==> src/sv/fsvc_pkg.sv <==
package fsvc_pkg;

   // field widths
   localparam int unsigned SampleWidth = 32;
   localparam int unsigned CodeWidth   = 16;
   localparam int unsigned ProdWidth   = 42;
   localparam int unsigned MagWidth    = 20;

   // configuration port
   localparam int unsigned CsrAddrWidth = 4;
   localparam int unsigned CsrDataWidth = 32;

   // register indexes
   typedef enum logic [1:0] {
      REG_RANGE_MODE = 2'd0,
      REG_YCC_MODE   = 2'd1,
      REG_BIT_DEPTH  = 2'd2,
      REG_MAX_CODE   = 2'd3
   } csr_index_type;

   // range mode codes
   localparam logic [2:0] RANGE_FULL       = 3'd0;
   localparam logic [2:0] RANGE_STANDARD   = 3'd1;
   localparam logic [2:0] RANGE_RESTRICTED = 3'd2;
   localparam logic [2:0] RANGE_SDI_SCALED = 3'd3;
   localparam logic [2:0] RANGE_SDI        = 3'd4;

   // reset values
   localparam logic [2:0]  RESET_RANGE_MODE = RANGE_STANDARD;
   localparam logic        RESET_YCC_MODE   = 1'b1;
   localparam logic [4:0]  RESET_BIT_DEPTH  = 5'd10;
   localparam logic [15:0] RESET_MAX_CODE   = 16'd1023;

   // bit depth limits
   localparam logic [4:0] DEPTH_MIN = 5'd8;
   localparam logic [4:0] DEPTH_MAX = 5'd16;

   // float encoding
   localparam logic [7:0] EXP_SPECIAL = 8'hFF;
   localparam logic [8:0] EXP_BIAS_SHIFT = 9'd150;

   // nominal weights and offsets, times four, at depth eight
   localparam logic [17:0] W4_STD_LUMA   = 18'd876;   // 219 * 4
   localparam logic [17:0] W4_STD_CHROMA = 18'd896;   // 224 * 4
   localparam logic [17:0] O4_STD_LUMA   = 18'd64;    // 16 * 4
   localparam logic [17:0] O4_STD_CHROMA = 18'd512;   // 128 * 4
   localparam logic [17:0] W4_SDI_LUMA   = 18'd1015;  // 253.75 * 4
   localparam logic [17:0] W4_SDI_CHROMA = 18'd1012;  // 253.00 * 4

endpackage

==> src/sv/float_sample_to_video_code_top.sv <==
// Video sample quantizer. Each req word carries an IEEE single-precision
// sample (tdata) and a chroma flag (tuser); the rsp word carries the 16-bit
// code, formed as floor(W*x + O + 1/2) with W and O picked from range_mode,
// ycc_mode, the chroma flag and bit_depth, clipped to 0..max_code and, in
// sdi scaled mode, shifted left by 16 - bit_depth. NaN gives 0; tlast is
// passed through. The datapath is four register stages (decode, 24x18
// multiply, exponent shift, offset and clip), which an accepted word passes in
// that order, and one word is taken per clock while rsp_tready is
// high; each stage holds its word independently under backpressure.
// Registers (APB, byte address 4*i): 0 range_mode, 1 ycc_mode,
// 2 bit_depth, 3 max_code. Change them only while the pipeline is empty.
module float_sample_to_video_code_top
   import fsvc_pkg::*;
(
   input  logic                    clock,
   input  logic                    reset,
   // input stream
   input  logic                    req_tvalid,
   output logic                    req_tready,
   input  logic [SampleWidth-1:0]  req_tdata,   // [31:0] sample_bits
   input  logic                    req_tuser,   // [0] is_chroma
   input  logic                    req_tlast,
   // result stream
   output logic                    rsp_tvalid,
   input  logic                    rsp_tready,
   output logic [CodeWidth-1:0]    rsp_tdata,   // [15:0] code_value
   output logic                    rsp_tlast,
   // configuration
   input  logic                    csr_psel,
   input  logic                    csr_penable,
   input  logic                    csr_pwrite,
   input  logic [CsrAddrWidth-1:0] csr_paddr,
   input  logic [CsrDataWidth-1:0] csr_pwdata,
   output logic [CsrDataWidth-1:0] csr_prdata,
   output logic                    csr_pready
);

   // configuration registers
   logic [2:0]  range_mode_ff;
   logic        ycc_mode_ff;
   logic [4:0]  bit_depth_ff;
   logic [15:0] max_code_ff;
   logic        csr_write;
   csr_index_type csr_index;

   assign csr_pready = 1'b1;
   assign csr_write  = csr_psel && csr_penable && csr_pwrite && csr_pready;
   assign csr_index  = csr_index_type'(csr_paddr[3:2]);

   always_ff @(posedge clock) begin
      if (reset) begin
         range_mode_ff <= RESET_RANGE_MODE;
         ycc_mode_ff   <= RESET_YCC_MODE;
         bit_depth_ff  <= RESET_BIT_DEPTH;
         max_code_ff   <= RESET_MAX_CODE;
      end else if (csr_write) begin
         case (csr_index)
            REG_RANGE_MODE: range_mode_ff <= csr_pwdata[2:0];
            REG_YCC_MODE:   ycc_mode_ff   <= csr_pwdata[0];
            REG_BIT_DEPTH:  bit_depth_ff  <= csr_pwdata[4:0];
            REG_MAX_CODE:   max_code_ff   <= csr_pwdata[15:0];
            default:        ;
         endcase
      end
   end

   // register readback
   always_comb begin
      case (csr_index)
         REG_RANGE_MODE: csr_prdata = {29'd0, range_mode_ff};
         REG_YCC_MODE:   csr_prdata = {31'd0, ycc_mode_ff};
         REG_BIT_DEPTH:  csr_prdata = {27'd0, bit_depth_ff};
         REG_MAX_CODE:   csr_prdata = {16'd0, max_code_ff};
         default:        csr_prdata = '0;
      endcase
   end

   // stage handshake: each stage loads when empty or when it moves on
   logic v1_ff, v2_ff, v3_ff, v4_ff;
   logic rdy1, rdy2, rdy3, rdy4;

   assign rdy4       = !v4_ff || rsp_tready;
   assign rdy3       = !v3_ff || rdy4;
   assign rdy2       = !v2_ff || rdy3;
   assign rdy1       = !v1_ff || rdy2;
   assign req_tready = rdy1;
   assign rsp_tvalid = v4_ff;

   always_ff @(posedge clock) begin
      if (reset) begin
         v1_ff <= 1'b0;
         v2_ff <= 1'b0;
         v3_ff <= 1'b0;
         v4_ff <= 1'b0;
      end else begin
         if (rdy1) v1_ff <= req_tvalid;
         if (rdy2) v2_ff <= v1_ff;
         if (rdy3) v3_ff <= v2_ff;
         if (rdy4) v4_ff <= v3_ff;
      end
   end

   // ---------------------------------------------------------------
   // stage 1: weight and offset selection, float unpack
   logic [4:0]  bd;
   logic [3:0]  s;
   logic [2:0]  mode;
   logic        centered;
   logic [17:0] w4_in, o4_in;
   logic        shift_out_in;
   logic [3:0]  out_sh_in;
   logic [7:0]  ef;
   logic [22:0] ff;
   logic [7:0]  ef_adj;
   logic [23:0] mant_in;
   logic [8:0]  ex_in;
   logic        nan_in, inf_in;

   always_comb begin
      if (bit_depth_ff < DEPTH_MIN)      bd = DEPTH_MIN;
      else if (bit_depth_ff > DEPTH_MAX) bd = DEPTH_MAX;
      else                               bd = bit_depth_ff;
      s        = 4'(bd - DEPTH_MIN);
      centered = ycc_mode_ff && req_tuser;

      mode = range_mode_ff;
      if (mode > RANGE_SDI) mode = RANGE_STANDARD;
      if (bd == DEPTH_MIN && mode >= RANGE_RESTRICTED) mode = RANGE_STANDARD;

      shift_out_in = 1'b0;
      case (mode)
         RANGE_FULL: begin
            w4_in = ((18'd1 << bd) - 18'd1) << 2;
            o4_in = centered ? (18'd1 << (bd + 5'd1)) : 18'd0;
         end
         RANGE_RESTRICTED: begin
            w4_in = ((18'd1 << bd) - (18'd1 << (bd - 5'd7))) << 2;
            o4_in = centered ? (18'd1 << (bd + 5'd1)) : (18'd4 << s);
         end
         RANGE_SDI_SCALED, RANGE_SDI: begin
            w4_in = (centered ? W4_SDI_CHROMA : W4_SDI_LUMA) << s;
            o4_in = centered ? (18'd1 << (bd + 5'd1)) : (18'd4 << s);
            shift_out_in = (mode == RANGE_SDI_SCALED);
         end
         default: begin
            w4_in = (centered ? W4_STD_CHROMA : W4_STD_LUMA) << s;
            o4_in = (centered ? O4_STD_CHROMA : O4_STD_LUMA) << s;
         end
      endcase
      out_sh_in = 4'(DEPTH_MAX - bd);

      // denormals share the exponent of the smallest normal
      ef      = req_tdata[30:23];
      ff      = req_tdata[22:0];
      ef_adj  = (ef == 8'd0) ? 8'd1 : ef;
      mant_in = {(ef != 8'd0), ff};
      ex_in   = {1'b0, ef_adj} - EXP_BIAS_SHIFT;
      nan_in  = (ef == EXP_SPECIAL) && (ff != 23'd0);
      inf_in  = (ef == EXP_SPECIAL) && (ff == 23'd0);
   end

   logic [17:0] s1_w4_ff, s1_o4_ff;
   logic [23:0] s1_mant_ff;
   logic [8:0]  s1_ex_ff;
   logic        s1_neg_ff, s1_nan_ff, s1_inf_ff, s1_shift_out_ff, s1_last_ff;
   logic [3:0]  s1_out_sh_ff;

   always_ff @(posedge clock) begin
      if (rdy1) begin
         s1_w4_ff        <= w4_in;
         s1_o4_ff        <= o4_in;
         s1_mant_ff      <= mant_in;
         s1_ex_ff        <= ex_in;
         s1_neg_ff       <= req_tdata[31];
         s1_nan_ff       <= nan_in;
         s1_inf_ff       <= inf_in;
         s1_shift_out_ff <= shift_out_in;
         s1_out_sh_ff    <= out_sh_in;
         s1_last_ff      <= req_tlast;
      end
   end

   // ---------------------------------------------------------------
   // stage 2: mantissa times weight
   logic [ProdWidth-1:0] prod_in;
   assign prod_in = ProdWidth'(s1_mant_ff) * ProdWidth'(s1_w4_ff);

   logic [ProdWidth-1:0] s2_prod_ff;
   logic [17:0] s2_o4_ff;
   logic [8:0]  s2_ex_ff;
   logic        s2_neg_ff, s2_nan_ff, s2_inf_ff, s2_shift_out_ff, s2_last_ff;
   logic [3:0]  s2_out_sh_ff;

   always_ff @(posedge clock) begin
      if (rdy2) begin
         s2_prod_ff      <= prod_in;
         s2_o4_ff        <= s1_o4_ff;
         s2_ex_ff        <= s1_ex_ff;
         s2_neg_ff       <= s1_neg_ff;
         s2_nan_ff       <= s1_nan_ff;
         s2_inf_ff       <= s1_inf_ff;
         s2_shift_out_ff <= s1_shift_out_ff;
         s2_out_sh_ff    <= s1_out_sh_ff;
         s2_last_ff      <= s1_last_ff;
      end
   end

   // ---------------------------------------------------------------
   // stage 3: scale by the exponent, floor magnitude with sticky bit
   logic [MagWidth-1:0]    q_in;
   logic                   frac_in, sat_in;
   logic [61:0]            wide;
   logic [ProdWidth-1:0]   rs, rmask;
   logic [8:0]             neg_ex;

   always_comb begin
      q_in    = '0;
      frac_in = 1'b0;
      sat_in  = 1'b0;
      wide    = '0;
      rs      = '0;
      rmask   = '0;
      neg_ex  = 9'd0 - s2_ex_ff;
      if (s2_inf_ff) begin
         sat_in = 1'b1;
      end else if (s2_prod_ff == '0) begin
         q_in = '0;
      end else if (!s2_ex_ff[8]) begin
         // left shift, large results saturate
         if (s2_ex_ff > 9'd20) begin
            sat_in = 1'b1;
         end else begin
            wide   = {20'd0, s2_prod_ff} << s2_ex_ff[4:0];
            sat_in = |wide[61:MagWidth];
            q_in   = wide[MagWidth-1:0];
         end
      end else if (neg_ex >= 9'(ProdWidth)) begin
         frac_in = 1'b1;
      end else begin
         rs      = s2_prod_ff >> neg_ex[5:0];
         rmask   = ~({ProdWidth{1'b1}} << neg_ex[5:0]);
         sat_in  = |rs[ProdWidth-1:MagWidth];
         q_in    = rs[MagWidth-1:0];
         frac_in = |(s2_prod_ff & rmask);
      end
   end

   logic [MagWidth-1:0] s3_q_ff;
   logic [17:0] s3_o4_ff;
   logic        s3_frac_ff, s3_sat_ff, s3_neg_ff, s3_nan_ff;
   logic        s3_shift_out_ff, s3_last_ff;
   logic [3:0]  s3_out_sh_ff;

   always_ff @(posedge clock) begin
      if (rdy3) begin
         s3_q_ff         <= q_in;
         s3_frac_ff      <= frac_in;
         s3_sat_ff       <= sat_in;
         s3_o4_ff        <= s2_o4_ff;
         s3_neg_ff       <= s2_neg_ff;
         s3_nan_ff       <= s2_nan_ff;
         s3_shift_out_ff <= s2_shift_out_ff;
         s3_out_sh_ff    <= s2_out_sh_ff;
         s3_last_ff      <= s2_last_ff;
      end
   end

   // ---------------------------------------------------------------
   // stage 4: offset, round half up, clip, sdi shift
   logic signed [22:0] a_val, sum;
   logic [20:0]        c_raw;
   logic [15:0]        clipped, code_in;

   always_comb begin
      a_val = s3_neg_ff ? (23'sd0 - $signed({3'd0, s3_q_ff}) - $signed({22'd0, s3_frac_ff}))
                        : $signed({3'd0, s3_q_ff});
      sum   = a_val + $signed({5'd0, s3_o4_ff}) + 23'sd2;
      c_raw = sum[22] ? 21'd0 : sum[22:2];
      if (s3_sat_ff)
         clipped = s3_neg_ff ? 16'd0 : max_code_ff;
      else if (c_raw > {5'd0, max_code_ff})
         clipped = max_code_ff;
      else
         clipped = c_raw[15:0];
      code_in = s3_shift_out_ff ? (clipped << s3_out_sh_ff) : clipped;
      if (s3_nan_ff) code_in = 16'd0;
   end

   logic [CodeWidth-1:0] code_ff;
   logic                 last_ff;

   always_ff @(posedge clock) begin
      if (rdy4) begin
         code_ff <= code_in;
         last_ff <= s3_last_ff;
      end
   end

   assign rsp_tdata = code_ff;
   assign rsp_tlast = last_ff;

endmodule

==> config.mk <==
export PLATFORM = sky130hd
export DESIGN_NAME = float_sample_to_video_code_top
export DESIGN_NICKNAME = d
export VERILOG_FILES = /design/src/sv/fsvc_pkg.sv /design/src/sv/float_sample_to_video_code_top.sv
export SDC_FILE = /design/constraint.sdc
export NUM_CORES = 2
export LEC_CHECK = 0
export BUFFER_PORTS_ARGS = -buffer_cell sky130_fd_sc_hd__buf_2
export CORE_MARGIN = 3
export CORE_UTILIZATION = 62
export CTS_BUF_LIST = sky130_fd_sc_hd__clkbuf_4 sky130_fd_sc_hd__clkbuf_8 sky130_fd_sc_hd__clkbuf_16
export DETAILED_ROUTE_END_ITERATION = 10
export PLACE_DENSITY = 0.79
export SYNTH_ARGS = -nofsm -noshare
export SYNTH_HDL_FRONTEND = slang
export SYNTH_SLANG_ARGS = --single-unit
==> constraint.sdc <==
create_clock -name clock -period 15.75 [get_ports clock]
set_clock_uncertainty 0.05 [all_clocks]
set_input_delay 2.3625 -clock clock [delete_from_list [all_inputs] [get_ports clock]]
set_output_delay 2.3625 -clock clock [all_outputs]
set_load 0.02 [all_outputs]
==> out/results.ini <==
[yosys]
syn_inst = 3665
synthTopCellsByCount = 520 x nand2_1, 451 x inv_1, 354 x fa_1
synth_seq_cells = 250
synth_top_cell_by_area = fa_1
synth.distinct_cells = 97
yosysMostFrequentCell = nand2_1
yosys_warnings = 0
yosys-top-cells-area = fa_1 22%, edfxtp_1 21%, ha_1 7.8%
syn_area_um2 = 32100
synth-edff-count = 221
synth_top_area_share_pct = 22.1
ys_seq_area_share_pct = 22.5
syn_area_per_cell_um2 = 8.75
synth_ff_type = edfxtp_1
synthArstFlopShare_pct = 0

[cts]
cts.clk_slew.worst_paths_ns = 0.06
cts_setup_buffers = 0
root_buffer = clkbuf_16
cts_hold_buf = 0
clock_latency_ns = 0.58
htreeDepth = 1
cts_buffers = 28
cts_buffer_depth = 3
cts_resized = 0
cts_tree = yes
numClockSinks = 250

[worst_setup_path]
timing.rr.end = rsp_tdata[14]$_SDFFCE_PP0P_
critical_path.max_stage_delay_ns = 0.77
rr_worst_depth = 35
reg2reg_slack_ns = 4.69
start_kind = register
cp.arrival_ns = 11.41
critPathSlowestCell = a2111oi_0
crit_type = reg2reg
crit_path_frequent_cell = ha_1
r2r_start = s3_q_ff[0]$_SDFFCE_PP0P_
setup.worst_path.end_class = register
crit_path_max_fanout = 31
required_ns = 16.10

[pwr]
intPower_w = 0.00266
seq_power_share_pct = 20.9
power_switching_w = 0.00238
switching_share_pct = 47.2
powerDensity_nw_per_um2 = 149
power_frac_comb_pct = 66.9
p_leak_nw = 15.1
clkPwrFrac_pct = 12.2
ir_drop_mv = 0.208

[detailed_routing]
ant_nets = 0
wl_um = 88600
viasPerCell = 6.25
firstDrtPassIters = 9
drc = 0
routedWlPerCell_um = 20.4
via_count = 27100
drtIter0Drc = 3069

[finish]
post_route_cells_drive_above_1_share_pct = 7.25
multi_input_area_um2 = 22300
final_area_um2 = 33800
seq_area_um2 = 7220
nets = 4262
nFillCells = 4106
final_util_pct = 66.8
area_growth_syn_to_layout_pct = 5.34

[timing]
maxSlewHeadroom_pct = 21.1
fin_crit_sh_pct = 70.2
worst_pin_slew_ns = 1.18
grt_setup_unrepaired = false
drv_slew = 0
fin_setup_tns_ns = 0
finalHoldViolCount = 0
setup_viol = 0
fin_crit_ns = 11.06
fmax_mhz = 90.4

[global_route]
grt_use_total_pct = 32.8
grt_pass1_wl_um = 142000
grt_max_degree = 87
grt-ovfl-total = 0
antenna_found_initial = 5
grt_pass1_vias = 26300

[die]
die_x_um = 233
dieArea_um2 = 54500
start_util_pct = 63.4
std_cell_rows = 82
die_h_um = 233
ios = 129
core_um2 = 50600

[placement]
gp_congestion = 0.980
hpwl_um = 66300
numPortBuffers = 93
place_area_um2 = 32900

[hold_path]
hold_start = s1_o4_ff[5]$_DFFE_PP_
min_to = s2_o4_ff[5]$_DFFE_PP_
hold_depth = 0
hold_path.class = reg2reg

[job]
drv_cap = 0

[run_status]
status = finished, final reports clean

==> cell type report <==
class | count | share of cell area (%)
Multi-Input combinational cell | 2760 | 66.1
Sequential cell | 250 | 21.4
Tap cell | 672 | 2.49
Antenna cell | 6 | 0.0445
Inverter | 460 | 5.11
Timing Repair Buffer | 132 | 2.25
Clock inverter | 20 | 0.448
Clock buffer | 31 | 2.14
==> placed cells by master, fill, tap and decap left out, types with 66 or more instances in the layout <==
master      n
nand2_1   518
inv_1     450
fa_1      354
o21ai_0   164
and2_1    143
edfxtp_1  221
buf_2      93
nor3_1     66
ha_1      198
mux2i_1    68
a21oi_1   179
nor2_1    320
==> critical path: cells and delay by family (launching register included) <==
| kind | cells | cell delay (ns) |
|---|---|---|
| and+or+nand+nor | 11 | 2.74 |
| DFF | 1 | 0.51 |
| adders and majority gates | 4 | 1.33 |
| AOI/OAI and AO/OA | 16 | 5.39 |
| xor gates and xnor gates | 2 | 0.46 |
| buffers and inverters | 2 | 0.40 |
==> power by group through the flow <==
stage          Clock, W  Combinational [W]  Sequential [W]
6_report       0.000618            0.00337         0.00105
3_5_place_dp          0            0.00329         0.00106
3_3_place_gp          0            0.00324         0.00105
2_1_floorplan         0            0.00252         0.00100
4_1_cts        0.000630            0.00331         0.00104
5_1_grt        0.000655            0.00378         0.00106
==> worst max path at each step <==
stage / startpoint / endpoint / slack, ns
final: s3_q_ff[0]$_SDFFCE_PP0P_ / rsp_tdata[14]$_SDFFCE_PP0P_ / 4.69
after global placement: s3_q_ff[0]$_SDFFCE_PP0P_ / rsp_tdata[14]$_SDFFCE_PP0P_ / 5.18
after detailed placement: s3_q_ff[0]$_SDFFCE_PP0P_ / rsp_tdata[14]$_SDFFCE_PP0P_ / 5.08
after CTS: s3_q_ff[0]$_SDFFCE_PP0P_ / rsp_tdata[14]$_SDFFCE_PP0P_ / 5.00
after global routing: s3_q_ff[0]$_SDFFCE_PP0P_ / rsp_tdata[14]$_SDFFCE_PP0P_ / 3.94
after floorplan: s3_q_ff[0]$_SDFFCE_PP0P_ / rsp_tdata[14]$_SDFFCE_PP0P_ / 6.84
==> per-layer routing <==
layer,global-route usage (%),routed length (µm),vias to the layer above,part of all wire (%)
li1,-,-,12300,-
met1,47.3,37000,13000,42
met2,50.2,38900,1521,44
met3,6.34,9240,262,10
met4,10.8,3400,0,3.8
met5,0,0,-,0
==> per-stage QoR <==
stage | power [W] | worst slack, ns | hold WS, ns | cells
6_report | 0.00504 | 4.69 | 0.363 | 4331
5_1_grt | 0.00549 | 3.94 | 0.372 | 4329
4_1_cts | 0.00498 | 5.00 | 0.365 | 4325
3_5_place_dp | 0.00434 | 5.08 | 0.355 | 4274
3_3_place_gp | 0.00429 | 5.18 | 0.351 | 4274
2_1_floorplan | 0.00353 | 6.84 | 0.350 | 3689
==> state kept, by name (all words and copies together), names as in the netlist, 3 cells and up <==
register	count
bit_depth_ff	5
max_code_ff	16
range_mode_ff	3
rsp_tdata	16
s1_ex_ff	9
s1_mant_ff	24
s1_o4_ff	18
s1_out_sh_ff	4
s1_w4_ff	18
s2_ex_ff	9
s2_o4_ff	18
s2_out_sh_ff	4
s2_prod_ff	42
s3_o4_ff	18
s3_out_sh_ff	4
s3_q_ff	20
==> kinds of logic (layout without fill, tap and decap cells) <==
logic type      Yosys count  in the layout  synth area share, %
flops                   250            250                 22.5
fa+ha+maj               554            554                 29.9
other cells               2             32               0.0234
buf+inv                 679            643                 8.20
simple gates           1302           1302                 18.8
mux                     105            105                 4.06
xor+xnor                 88             88                 2.40
compound gates          685            685                 14.1
Note: power is estimated with default switching activity, not from simulation.
